File: config.mk
export PLATFORM = sky130hd
export DESIGN_NAME = laser_safety_interlock
export DESIGN_NICKNAME = d
export VERILOG_FILES = /design/src/rtl/lsi_pkg.sv /design/src/rtl/laser_safety_interlock.sv
export SDC_FILE = /design/constraint.sdc
export NUM_CORES = 1
export LEC_CHECK = 0
export ABC_AREA = 1
export ABC_CLOCK_PERIOD_IN_PS = 6900
export CORE_UTILIZATION = 60
export DETAILED_ROUTE_END_ITERATION = 16
export DONT_BUFFER_PORTS = 1
export GPL_TIMING_DRIVEN = 0
export PLACE_DENSITY = 0.76
export SLEW_MARGIN = 15
export SYNTH_ARGS = -nofsm -noshare
export SYNTH_HDL_FRONTEND = slang
export SYNTH_SLANG_ARGS = --single-unit
File: constraint.sdc
create_clock -name clk -period 6.9 [get_ports clk]
set_clock_uncertainty 0.05 [all_clocks]
set_input_delay 1.035 -clock clk [delete_from_list [all_inputs] [get_ports clk]]
set_output_delay 1.035 -clock clk [all_outputs]
set_load 0.01 [all_outputs]
File: src/rtl/lsi_pkg.sv
// ----------------------------------------------------------------------------
// Laser safety interlock package
// Shared types, codes, field layout and reset values for the interlock.
// ----------------------------------------------------------------------------
package lsi_pkg;

	// Command codes carried in the input tuser
	typedef enum logic [2:0] {
		CMD_TICK      = 3'd0,
		CMD_FEED      = 3'd1,
		CMD_CHECK     = 3'd2,
		CMD_SET_DET   = 3'd3,
		CMD_TILT      = 3'd4,
		CMD_SET_VOLT  = 3'd5,
		CMD_SAFE      = 3'd6,
		CMD_RESET     = 3'd7
	} cmd_t;

	// Operating mode
	typedef enum logic [1:0] {
		MODE_NORMAL  = 2'd0,
		MODE_WARNING = 2'd1,
		MODE_SAFE    = 2'd2
	} mode_t;

	// Reported status
	typedef enum logic [3:0] {
		ST_OK        = 4'd0,
		ST_NOT_ARMED = 4'd1,
		ST_NO_DET    = 4'd2,
		ST_TILT      = 4'd3,
		ST_TIME      = 4'd4,
		ST_KILL      = 4'd5,
		ST_WATCHDOG  = 4'd6,
		ST_BROWNOUT  = 4'd7,
		ST_SAFE      = 4'd8,
		ST_MULTIPLE  = 4'd9
	} status_t;

	// Configuration register indexes
	typedef enum logic [2:0] {
		REG_WD_TIMEOUT = 3'd0,
		REG_WD_WARNING = 3'd1,
		REG_TILT_LIMIT = 3'd2,
		REG_VOLT_MIN   = 3'd3,
		REG_VOLT_WARN  = 3'd4,
		REG_ON_LIMIT   = 3'd5
	} reg_idx_t;

	// Check mask bit positions
	localparam int unsigned CHK_ARMED    = 0;
	localparam int unsigned CHK_DET      = 1;
	localparam int unsigned CHK_TILT     = 2;
	localparam int unsigned CHK_TIME     = 3;
	localparam int unsigned CHK_KILL     = 4;
	localparam int unsigned CHK_WATCHDOG = 5;
	localparam int unsigned CHK_BROWNOUT = 6;

	localparam logic [6:0] ALL_CHECKS = 7'h7F;

	// Widths
	localparam int unsigned IN_DATA_W  = 56;
	localparam int unsigned IN_USED_W  = 53;
	localparam int unsigned OUT_DATA_W = 40;

	// Reset values
	localparam logic [15:0]        WD_TIMEOUT_RST = 16'd30000;
	localparam logic [15:0]        WD_WARNING_RST = 16'd25000;
	localparam logic signed [10:0] TILT_LIMIT_RST = 11'sd0;
	localparam logic [15:0]        VOLT_MIN_RST   = 16'd4500;
	localparam logic [15:0]        VOLT_WARN_RST  = 16'd4750;
	localparam logic [15:0]        ON_LIMIT_RST   = 16'd10000;
	localparam logic [15:0]        VOLTAGE_RST    = 16'd5000;

	// Single status from a failure mask: the code of the one failed check, or ST_MULTIPLE
	function automatic status_t fail_status(input logic [6:0] failed);
		status_t st;
		st = ST_MULTIPLE;
		if (failed == 7'd0) begin
			st = ST_OK;
		end else if ($countones(failed) == 1) begin
			case (1'b1)
				failed[CHK_ARMED]:    st = ST_NOT_ARMED;
				failed[CHK_DET]:      st = ST_NO_DET;
				failed[CHK_TILT]:     st = ST_TILT;
				failed[CHK_TIME]:     st = ST_TIME;
				failed[CHK_KILL]:     st = ST_KILL;
				failed[CHK_WATCHDOG]: st = ST_WATCHDOG;
				default:              st = ST_BROWNOUT;
			endcase
		end
		return st;
	endfunction

endpackage

File: src/rtl/laser_safety_interlock.sv
// ----------------------------------------------------------------------------
// Laser safety interlock
// Watchdog, brownout, tilt and check logic guarding a laser, one command per
// input item and one result item per command.
// ----------------------------------------------------------------------------
//
// Channel   Direction  Handshake            Contents
// s_*       in         s_tvalid / s_tready  one command item (tuser) + operands
// m_*       out        m_tvalid / m_tready  one result item per command
// cfg_*     in         cfg_we               register write, no read-back
//
// Every item passes an input register and a result register, so a result
// is offered on m_* once its item has moved into the result register, and
// one item is taken in every cycle while the output side keeps up; the rate
// is set by the single state update done between those two registers.
// Reset (arst_n low) clears the valid flags, puts the mode in normal, clears
// the watchdog, stores 5000 mV and loads the configuration defaults.
// A stall on m_tready holds the result register; the input register then
// holds one more item before s_tready falls.
// ----------------------------------------------------------------------------
module laser_safety_interlock (
	input  logic                               clk,
	input  logic                               arst_n,
	// Input items
	input  logic                               s_tvalid,
	output logic                               s_tready,
	// tdata, from bit 0: check_mask[7], armed_flag, kill_engaged,
	// laser_on_ms[16], detection_flag, tilt_value[11], supply_mv[16], zero pad
	input  logic [lsi_pkg::IN_DATA_W-1:0]      s_tdata,
	// tuser: command[3]
	input  logic [2:0]                         s_tuser,
	// Result items
	output logic                               m_tvalid,
	input  logic                               m_tready,
	// tdata, from bit 0: status[4], failed_mask[7], watchdog_left_ms[16],
	// mode_now[2], warning_event, laser_kill, kill_release, voltage_low_warn,
	// brownout_now, detection_now, zero pad
	output logic [lsi_pkg::OUT_DATA_W-1:0]     m_tdata,
	// Configuration writes
	input  logic                               cfg_we,
	input  logic [2:0]                         cfg_index,
	input  logic [15:0]                        cfg_data
);

	import lsi_pkg::*;

	// Configuration registers
	logic [15:0]        wd_timeout_q;
	logic [15:0]        wd_warning_q;
	logic signed [10:0] tilt_limit_q;
	logic [15:0]        volt_min_q;
	logic [15:0]        volt_warn_q;
	logic [15:0]        on_limit_q;

	// Interlock state
	mode_t              mode_q, mode_d;
	logic [15:0]        elapsed_q, elapsed_d;
	logic               fired_q, fired_d;
	logic               det_q, det_d;
	logic signed [10:0] tilt_q, tilt_d;
	logic [15:0]        volt_q, volt_d;

	// Input register
	logic                 valid_s1;
	logic [2:0]           cmd_s1;
	logic [IN_USED_W-1:0] data_s1;

	// Result register
	logic                  valid_s2;
	logic [OUT_DATA_W-1:0] data_s2;

	logic adv_s1;

	// Operand fields of the item in the input register
	logic [6:0]         chk_mask;
	logic               armed;
	logic               killed;
	logic [15:0]        on_ms;
	logic               det_in;
	logic signed [10:0] tilt_in;
	logic [15:0]        supply_in;

	assign chk_mask  = data_s1[6:0];
	assign armed     = data_s1[7];
	assign killed    = data_s1[8];
	assign on_ms     = data_s1[24:9];
	assign det_in    = data_s1[25];
	assign tilt_in   = data_s1[36:26];
	assign supply_in = data_s1[52:37];

	// The input register moves on whenever the result register is free or
	// its item is being taken this cycle.
	assign adv_s1   = valid_s1 && (!valid_s2 || m_tready);
	assign s_tready = !valid_s1 || adv_s1;
	assign m_tvalid = valid_s2;
	assign m_tdata  = data_s2;

	// ------------------------------------------------------------------
	// Configuration
	// ------------------------------------------------------------------
	always_ff @(posedge clk or negedge arst_n) begin
		if (!arst_n) begin
			wd_timeout_q <= WD_TIMEOUT_RST;
			wd_warning_q <= WD_WARNING_RST;
			tilt_limit_q <= TILT_LIMIT_RST;
			volt_min_q   <= VOLT_MIN_RST;
			volt_warn_q  <= VOLT_WARN_RST;
			on_limit_q   <= ON_LIMIT_RST;
		end else if (cfg_we) begin
			unique case (cfg_index)
				REG_WD_TIMEOUT: wd_timeout_q <= cfg_data;
				REG_WD_WARNING: wd_warning_q <= cfg_data;
				REG_TILT_LIMIT: tilt_limit_q <= cfg_data[10:0];
				REG_VOLT_MIN:   volt_min_q   <= cfg_data;
				REG_VOLT_WARN:  volt_warn_q  <= cfg_data;
				REG_ON_LIMIT:   on_limit_q   <= cfg_data;
				default: ;
			endcase
		end
	end

	// ------------------------------------------------------------------
	// Command decode and next state
	// ------------------------------------------------------------------
	logic        brownout_q;
	logic        expired_q;
	logic [15:0] elapsed_inc;
	logic        tick_expire;
	logic [6:0]  failed_d;
	status_t     status_d;
	logic        warn_ev_d;
	logic        kill_d;
	logic        release_d;
	logic [15:0] left_d;
	logic        volt_low_d;
	logic        brown_d;

	// Brownout and expiry as seen before this item
	assign brownout_q  = (volt_q != 16'd0) && (volt_q < volt_min_q);
	assign expired_q   = elapsed_q >= wd_timeout_q;
	// Saturating watchdog count for a tick
	assign elapsed_inc = expired_q ? wd_timeout_q : (elapsed_q + 16'd1);
	assign tick_expire = elapsed_inc >= wd_timeout_q;

	always_comb begin
		mode_d    = mode_q;
		elapsed_d = elapsed_q;
		fired_d   = fired_q;
		det_d     = det_q;
		tilt_d    = tilt_q;
		volt_d    = volt_q;
		failed_d  = 7'd0;
		status_d  = ST_OK;
		warn_ev_d = 1'b0;
		kill_d    = 1'b0;
		release_d = 1'b0;
		unique case (cmd_t'(cmd_s1))
			CMD_TICK: begin
				elapsed_d = elapsed_inc;
				if (tick_expire) begin
					mode_d = MODE_SAFE;
				end else if (elapsed_inc >= wd_warning_q && !fired_q) begin
					// The warning fires once until the next feed or reset.
					fired_d   = 1'b1;
					warn_ev_d = 1'b1;
					if (mode_q == MODE_NORMAL) begin
						mode_d = MODE_WARNING;
					end
				end
				if (brownout_q) begin
					mode_d = MODE_SAFE;
				end
				kill_d = (mode_q != MODE_SAFE) && (tick_expire || brownout_q);
			end
			CMD_FEED: begin
				elapsed_d = 16'd0;
				fired_d   = 1'b0;
				if (mode_q == MODE_WARNING) begin
					mode_d = MODE_NORMAL;
				end
			end
			CMD_CHECK: begin
				if (mode_q == MODE_SAFE) begin
					status_d = ST_SAFE;
					failed_d = ALL_CHECKS;
				end else begin
					failed_d[CHK_ARMED]    = chk_mask[CHK_ARMED] && !armed;
					failed_d[CHK_DET]      = chk_mask[CHK_DET] && !det_q;
					failed_d[CHK_TILT]     = chk_mask[CHK_TILT] && (tilt_q > tilt_limit_q);
					failed_d[CHK_TIME]     = chk_mask[CHK_TIME] && (on_ms >= on_limit_q);
					failed_d[CHK_KILL]     = chk_mask[CHK_KILL] && killed;
					failed_d[CHK_WATCHDOG] = chk_mask[CHK_WATCHDOG] && expired_q;
					failed_d[CHK_BROWNOUT] = chk_mask[CHK_BROWNOUT] && brownout_q;
					status_d = fail_status(failed_d);
				end
			end
			CMD_SET_DET: begin
				det_d = det_in;
			end
			CMD_TILT: begin
				tilt_d = tilt_in;
				if (tilt_in > tilt_limit_q) begin
					status_d           = ST_TILT;
					failed_d[CHK_TILT] = 1'b1;
				end
			end
			CMD_SET_VOLT: begin
				volt_d = supply_in;
			end
			CMD_SAFE: begin
				mode_d = MODE_SAFE;
				kill_d = (mode_q != MODE_SAFE);
			end
			CMD_RESET: begin
				// Only a reset out of safe mode has any effect.
				if (mode_q == MODE_SAFE) begin
					elapsed_d = 16'd0;
					fired_d   = 1'b0;
					release_d = 1'b1;
					mode_d    = MODE_NORMAL;
				end
			end
		endcase
	end

	// Result fields taken from the state after this item
	assign left_d     = (elapsed_d >= wd_timeout_q) ? 16'd0 : (wd_timeout_q - elapsed_d);
	assign volt_low_d = (volt_d != 16'd0) && (volt_d < volt_warn_q);
	assign brown_d    = (volt_d != 16'd0) && (volt_d < volt_min_q);

	// ------------------------------------------------------------------
	// State and pipeline registers
	// ------------------------------------------------------------------
	always_ff @(posedge clk or negedge arst_n) begin
		if (!arst_n) begin
			mode_q    <= MODE_NORMAL;
			elapsed_q <= 16'd0;
			fired_q   <= 1'b0;
			det_q     <= 1'b0;
			tilt_q    <= 11'sd0;
			volt_q    <= VOLTAGE_RST;
		end else if (adv_s1) begin
			mode_q    <= mode_d;
			elapsed_q <= elapsed_d;
			fired_q   <= fired_d;
			det_q     <= det_d;
			tilt_q    <= tilt_d;
			volt_q    <= volt_d;
		end
	end

	always_ff @(posedge clk or negedge arst_n) begin
		if (!arst_n) begin
			valid_s1 <= 1'b0;
			valid_s2 <= 1'b0;
		end else begin
			if (s_tready) begin
				valid_s1 <= s_tvalid;
			end
			if (adv_s1) begin
				valid_s2 <= 1'b1;
			end else if (m_tready) begin
				valid_s2 <= 1'b0;
			end
		end
	end

	always_ff @(posedge clk) begin
		if (s_tready && s_tvalid) begin
			cmd_s1  <= s_tuser;
			data_s1 <= s_tdata[IN_USED_W-1:0];
		end
		if (adv_s1) begin
			data_s2 <= {5'd0, det_d, brown_d, volt_low_d, release_d, kill_d,
				warn_ev_d, mode_d, left_d, failed_d, status_d};
		end
	end

	// ------------------------------------------------------------------
	// Assertions
	// ------------------------------------------------------------------
	a_kill_release_apart: assert property (@(posedge clk) disable iff (!arst_n)
		m_tvalid |-> !(m_tdata[30] && m_tdata[31]))
		else $error("laser_kill and kill_release in the same result item");

	a_kill_means_safe: assert property (@(posedge clk) disable iff (!arst_n)
		(m_tvalid && m_tdata[30]) |-> (m_tdata[28:27] == MODE_SAFE))
		else $error("laser_kill without safe mode");

	a_safe_status_mask: assert property (@(posedge clk) disable iff (!arst_n)
		(m_tvalid && m_tdata[3:0] == ST_SAFE) |-> (m_tdata[10:4] == ALL_CHECKS))
		else $error("safe-mode status without a full failure mask");

	a_s1_held: assert property (@(posedge clk) disable iff (!arst_n)
		(valid_s1 && !adv_s1) |=> (valid_s1 && $stable(data_s1) && $stable(cmd_s1)))
		else $error("stalled input register lost its item");

	a_release_from_safe: assert property (@(posedge clk) disable iff (!arst_n)
		(adv_s1 && release_d) |-> (mode_q == MODE_SAFE))
		else $error("kill_release outside safe mode");

endmodule
Yosys cells after proc, flatten, opt, wreduce, memory -nomap -nowiden
Cells that the tools add are included.
- add/sub/neg operators: 8
- multipliers: 0
- divide/modulo/power cells: 0
- $lt $le $gt $ge: 10
- equality and inequality tests: 19
- shifts and indexed selects: 0
- multiplexer cells: 35
- bitwise gates (word level): 1
- reduce and logical (&&, ||, !) cells: 39
- operators by type and width (kind ; number):
    >= comparator 16 bit ; 5
    < comparator 16 bit ; 3
    2-to-1 mux 16 bit ; 3
    case mux 16 bit (3 select lines) ; 1
    nonzero test 16 bit ; 2
    greater-than comparator 11 bit ; 2
    == test 3 bit (second input constant) ; 6
    2-to-1 mux 2 bit ; 9
    adder 16 x 1 -> 16 bit (second input constant) ; 1
    subtractor 16 bit ; 1
    logical AND 1 bit ; 14
    AND reduction 2 bit ; 7
    == test 3 x 2 -> 1 bit (second input constant) ; 4
    2-to-1 mux 4 bit ; 3
    2-to-1 mux 1 bit ; 10
    2-to-1 mux 3 bit ; 3
    inequality test 2 bit (second input constant) ; 4
    case mux 2 bit (4 select lines) ; 1
    case mux 4 bit (2 select lines) ; 1
    zero test 7 bit ; 1
    2-to-1 mux 7 bit ; 1
    adder 1 x 1 -> 2 bit ; 3
    == test 3 x 1 -> 1 bit (second input constant) ; 2
    zero test 3 bit ; 2
    other kinds (16) ; 23
- flip-flop bits (word level): 231
- latch bits: 0
- bits in writable memories: 0
- memory bits (read-only): 0
- input port bits: 83
- output and inout port bits: 42
- word-level logic and storage cells: 133
- memories: 0

Logic depth before layout (Yosys ltp)
- depth in word-level cells: 12
- mapped depth: 30
- mapped depth without buffers: 30

Worst setup path after synthesis
No wires, ideal clock.
- path type: register to register
- start point: register on_limit_q[10]
- end point: register data_s2[2] (netlist: m_tdata[2]), data pin
- library setup time: 0.160 ns
- data arrival time: 3.789 ns
- required time: 6.690 ns
- slack: 2.902 ns
- stages on the path, launching flop included: 19
- buffers on the path: 0
- period minus slack after synthesis: 3.998 ns
- cell sequence: dfstp_2 > inv_1 > ha_1 > nand2_1 > inv_1 > nand3_1 > nor2_1 > nand3_1 > nand3_1 > nand2_1 > fa_1 > fa_1 > fa_1 > inv_1 > fa_1 > nor3_1 > inv_1 > nor3_1 > nor3b_1
- cells in the longest elaborated chain, start to end: 10
- elaborated cells between the ends (all ways): 11
- those cells by class: add/sub (3); order compare (1); eq/ne (1); mux (4); reduce/logical (2)
- ends and longest elaborated chain (element ; line ; text):
    start: declaration ; laser_safety_interlock.sv:53 ; logic [15:0] on_limit_q;
    start signal: assignment ; laser_safety_interlock.sv:116 ; REG_ON_LIMIT: on_limit_q <= cfg_data;
    >= comparator 16 bit * ; laser_safety_interlock.sv:190 ; failed_d[CHK_TIME] = chk_mask[CHK_TIME] && (on_ms >= on_limit_q);
    logical AND 1 bit * ; laser_safety_interlock.sv:190 ;
    adder 1 x 1 -> 2 bit (implied by the code) ; lsi_pkg.sv:81 ; end else if ($countones(failed) == 1) begin
    adder 2 x 2 -> 3 bit (implied by the code) ; lsi_pkg.sv:81 ;
    adder 3 x 3 -> 4 bit (implied by the code) ; lsi_pkg.sv:81 ;
    == test 4 x 1 -> 1 bit ; lsi_pkg.sv:81 ;
    2-to-1 mux 4 bit ; lsi_pkg.sv:81 ;
    2-to-1 mux 4 bit * ; lsi_pkg.sv:79 ; if (failed == 7'd0) begin
    2-to-1 mux 4 bit * ; laser_safety_interlock.sv:183 ; if (mode_q == MODE_SAFE) begin
    case mux 4 bit (2 select lines) * ; laser_safety_interlock.sv:157 ; unique case (cmd_t'(cmd_s1))
    via status_d[2] ; laser_safety_interlock.sv:130 ; status_t status_d;
    end signal: assignment ; laser_safety_interlock.sv:274 ; data_s2 <= {5'd0, det_d, brown_d, volt_low_d, release_d, kill_d,
    end: declaration ; laser_safety_interlock.sv:70 ; logic [OUT_DATA_W-1:0] data_s2;
Mark *: on every way through the listed nets, which the timed path passes. The rest lies on a longest branch.
A chain may end at the register's enable or synchronous reset.

Worst setup path after layout
- start point: register on_limit_q[13]
- end point: register data_s2[2] (netlist: m_tdata[2]), data pin
Same word-level chain as after synthesis.

==> metrics.txt <==
outcome finished clean; Final WS setup approximately 2.2 ns; Crit. End Element flip-flop; final setup fails 0; placed cell area 14100 um^2; mux cell area share after synthesis 0.00823; clock slew at reported path FFs 0.06 ns; YS warnings 0; setup TNS 0 ns; Slew @ Worst Pin roughly 0.9 ns; CP peak stage delay between 0.5 and 0.6 ns; Leak 7.21 nW; post-CTS resize count 0; Rel. slew slack 0.393; hold buffers post-CTS 0; CP Cell Sequence inv_1 -> ha_1 -> nand2_1 -> inv_1 -> o21ai_0 -> nand2_1 -> nor2_1 -> nand3_1 -> nand2_1 -> fa_1 -> fa_1 -> fa_1 -> inv_1 -> fa_1 -> nor3_1 -> inv_1 -> nor3_1 -> nor3b_1; #FFs+latches synth 231; core region area 22100 um^2; Int Pwr between 3 and 4 mW; number of enable flip-flop cells after synthesis 91; DRT Pass-1 Iters 6; Hold Path Class in -> async; first-pass GRT wire length 50900 um; largest family of logic cells by synthesized area simple AND/OR/NAND/NOR gates; H-tree lvl count 1; Netlist cell types 56; Sw Share 0.407; DR WL/cell 16.7 um; antenna cells 0; Synth Flop Type dfrtp_1; Placer Congestion 0.956; maximum fanout along the worst path 6; clk buf depth 3; DR iter-0 viols 783; vias in the first global route 10.3k; Max VDD drop 0.000287 V; CTS Buf Count 25; port bufs 0; DP HPWL 23800 um; Syn Area/Cell a little under 9 um^2; CP arrival 4.97 ns; slowest CP cell dfstp_2; largest net degree at the start of global routing 141; post-route minimum period 4.68 ns; total of max-cap violations 0; Place WS between 2 and 2.5 ns; CP Launch Type flip-flop; post-CTS setup buffers 0; CP top delay family adder cells; Seq. cell area 6280 um^2; Clock Power Share 0.224; Gate power share 0.448; DRC violations left 0; CTS tree built; Post-layout nets 1819; Die Area 23400 um^2; Die W 153 um; Gate Count Post-Synth around 1.5k; Final Cell Area 15000 um^2; Filler cells 1718; Initial Utilization 0.619; post-synthesis xor/xnor area fraction 0.00896; multi-input logic area 6250 um^2; Psw 2.61 mW; grt total ovfl 0; sum of buffers and inverters on the critical path 4; CP required 7.19 ns; Root Buffer clkbuf_16; Fmax 214 MHz; fin crit share 0.679; initial antenna violation count 0; vias 10.6k; vias per inst 5.61; die extent in y 153 um; ys async rst share 0.606; GRT Total Usage 0.272; Pwr Density 427 nW/um^2; sequential share of power 0.328; Synth Area in Simple Gates 0.171; Sink Count approximately 230; Hold Violations, Final 0; Rows 54; Boundary Pins 125; Setup CP Type reg -> reg; Design Power ~6.4 mW; Synth Area in Compound Gates 0.124; Synth Cell Area 13700 um^2; share of cells above drive strength 1 0.0999; worst skew pair latency 0.52 ns; RSZ-0062 raised after global routing no; post-synthesis sequential area ratio 0.459; antenna-violating nets left 0; total routed wirelength 31300 um; Synth-to-Final Area Change 9.54%; Synth Area in Adders 0.144; Pins Over Slew Limit 0
-- Yosys cell counts (15+ instances only) --
master | instances | area [um^2]
nor2_1 | 67 | 251
dfrtp_1 | 106 | 2650
nand3_1 | 39 | 195
o21ai_1 | 33 | 165
inv_1 | 246 | 923
nand4_1 | 16 | 100
clkbuf_1 | 22 | 82.6
o22ai_1 | 15 | 93.8
nand2_1 | 354 | 1330
o21ai_0 | 140 | 701
nor3_1 | 18 | 90.1
dfstp_2 | 34 | 893
a21oi_1 | 76 | 380
edfxtp_1 | 91 | 2730
ha_1 | 149 | 1860
-- per-layer routing --
metal  vias up  global-route usage  wire (um)
li1       5199                   -          -
met1      4914               0.364      13800
met2       384               0.446      14300
met3        61              0.0513       2180
met4         0              0.0952       1020
met5         -                   0          0
-- metrics by stage --
| step | utilization | std cells | hold WS (ns) |
|---|---|---|---|
| 6_report | 0.678 | 1881 | 0.166 |
| 5_1_grt | 0.678 | 1881 | 0.142 |
| 4_1_cts | 0.678 | 1881 | 0.143 |
| 3_5_place_dp | 0.638 | 1835 | 0.424 |
| 3_3_place_gp | 0.636 | 1833 | 0.417 |
| 2_1_floorplan | - | 1553 | 0.403 |
-- sequential cells by signal, summed over array words and instances, names as in the netlist, 2 cells and up --
signal,cells
data_s1,53
cmd_s1,3
volt_warn_q,16
wd_warning_q,16
tilt_limit_q,11
mode_q,2
m_tdata,35
elapsed_q,16
tilt_q,11
volt_min_q,16
volt_q,16
on_limit_q,16
wd_timeout_q,16
-- cell families (layout without fill, tap and decap cells) --
group / Yosys count / in the layout
compound gates: 305 / 305
xor+xnor: 14 / 14
fa+ha+maj: 154 / 154
buf+inv: 293 / 341
flops: 231 / 231
mux: 10 / 10
other cells: 1 / 5
simple gates: 541 / 541
-- cells in the final DEF (no fill, tap or decap), types with 18 or more instances in the layout --
cell and n:
clkbuf_16 27, nand2_1 354, inv_1 245, clkbuf_1 22
edfxtp_1 91, nor3_1 18, dfrtp_1 106, dfstp_2 34
o21ai_0 140, a21oi_1 76, nor2_1 67, ha_1 149
nand3_1 39, o21ai_1 33
-- area by class of cell --
class | count | area share
sequential | 231 | 0.419
tap | 280 | 0.0234
timing repair buffer | 2 | 0.00267
buffer | 39 | 0.0144
clock inverter | 16 | 0.0128
multi-input combinational | 1029 | 0.417
clock buffer | 30 | 0.0472
inverter | 254 | 0.0636
-- power groups by stage --
stage               registers, mW  logic [mW]  clock network [mW]
floorplan                    2.03        2.19                   0
global placement             2.11        2.68                   0
detailed placement           2.11        2.83                   0
CTS                          2.09        2.85                1.45
global route                 2.13        3.28                1.51
finish                       2.10        2.87                1.44
-- worst paths after layout --
path / startpoint / end / slack, ns / cells after the start
worst min-delay path: arst_n / wd_warning_q[15] / 0.17 / 0
worst max register to register: on_limit_q[13] / m_tdata[2] / 2.22 / 18
worst max-delay path: on_limit_q[13] / m_tdata[2] / 2.22 / 18
min in group clk: tilt_limit_q[4] / tilt_limit_q[4] / 0.44 / 2
max in group asynchronous: arst_n / wd_timeout_q[12] / 6.32 / 0
worst min register to register: tilt_limit_q[4] / tilt_limit_q[4] / 0.44 / 2
-- worst reg2reg max path, delay by kind of cell (launching register included) --
kind | cells | cell delay (ns)
simple gates | 8 | 1.41
flops | 1 | 0.54
compound gates | 1 | 0.14
buf+inv | 4 | 0.26
fa+ha+maj | 5 | 2.09
No activity file was read; power rests on OpenSTA's default activity.
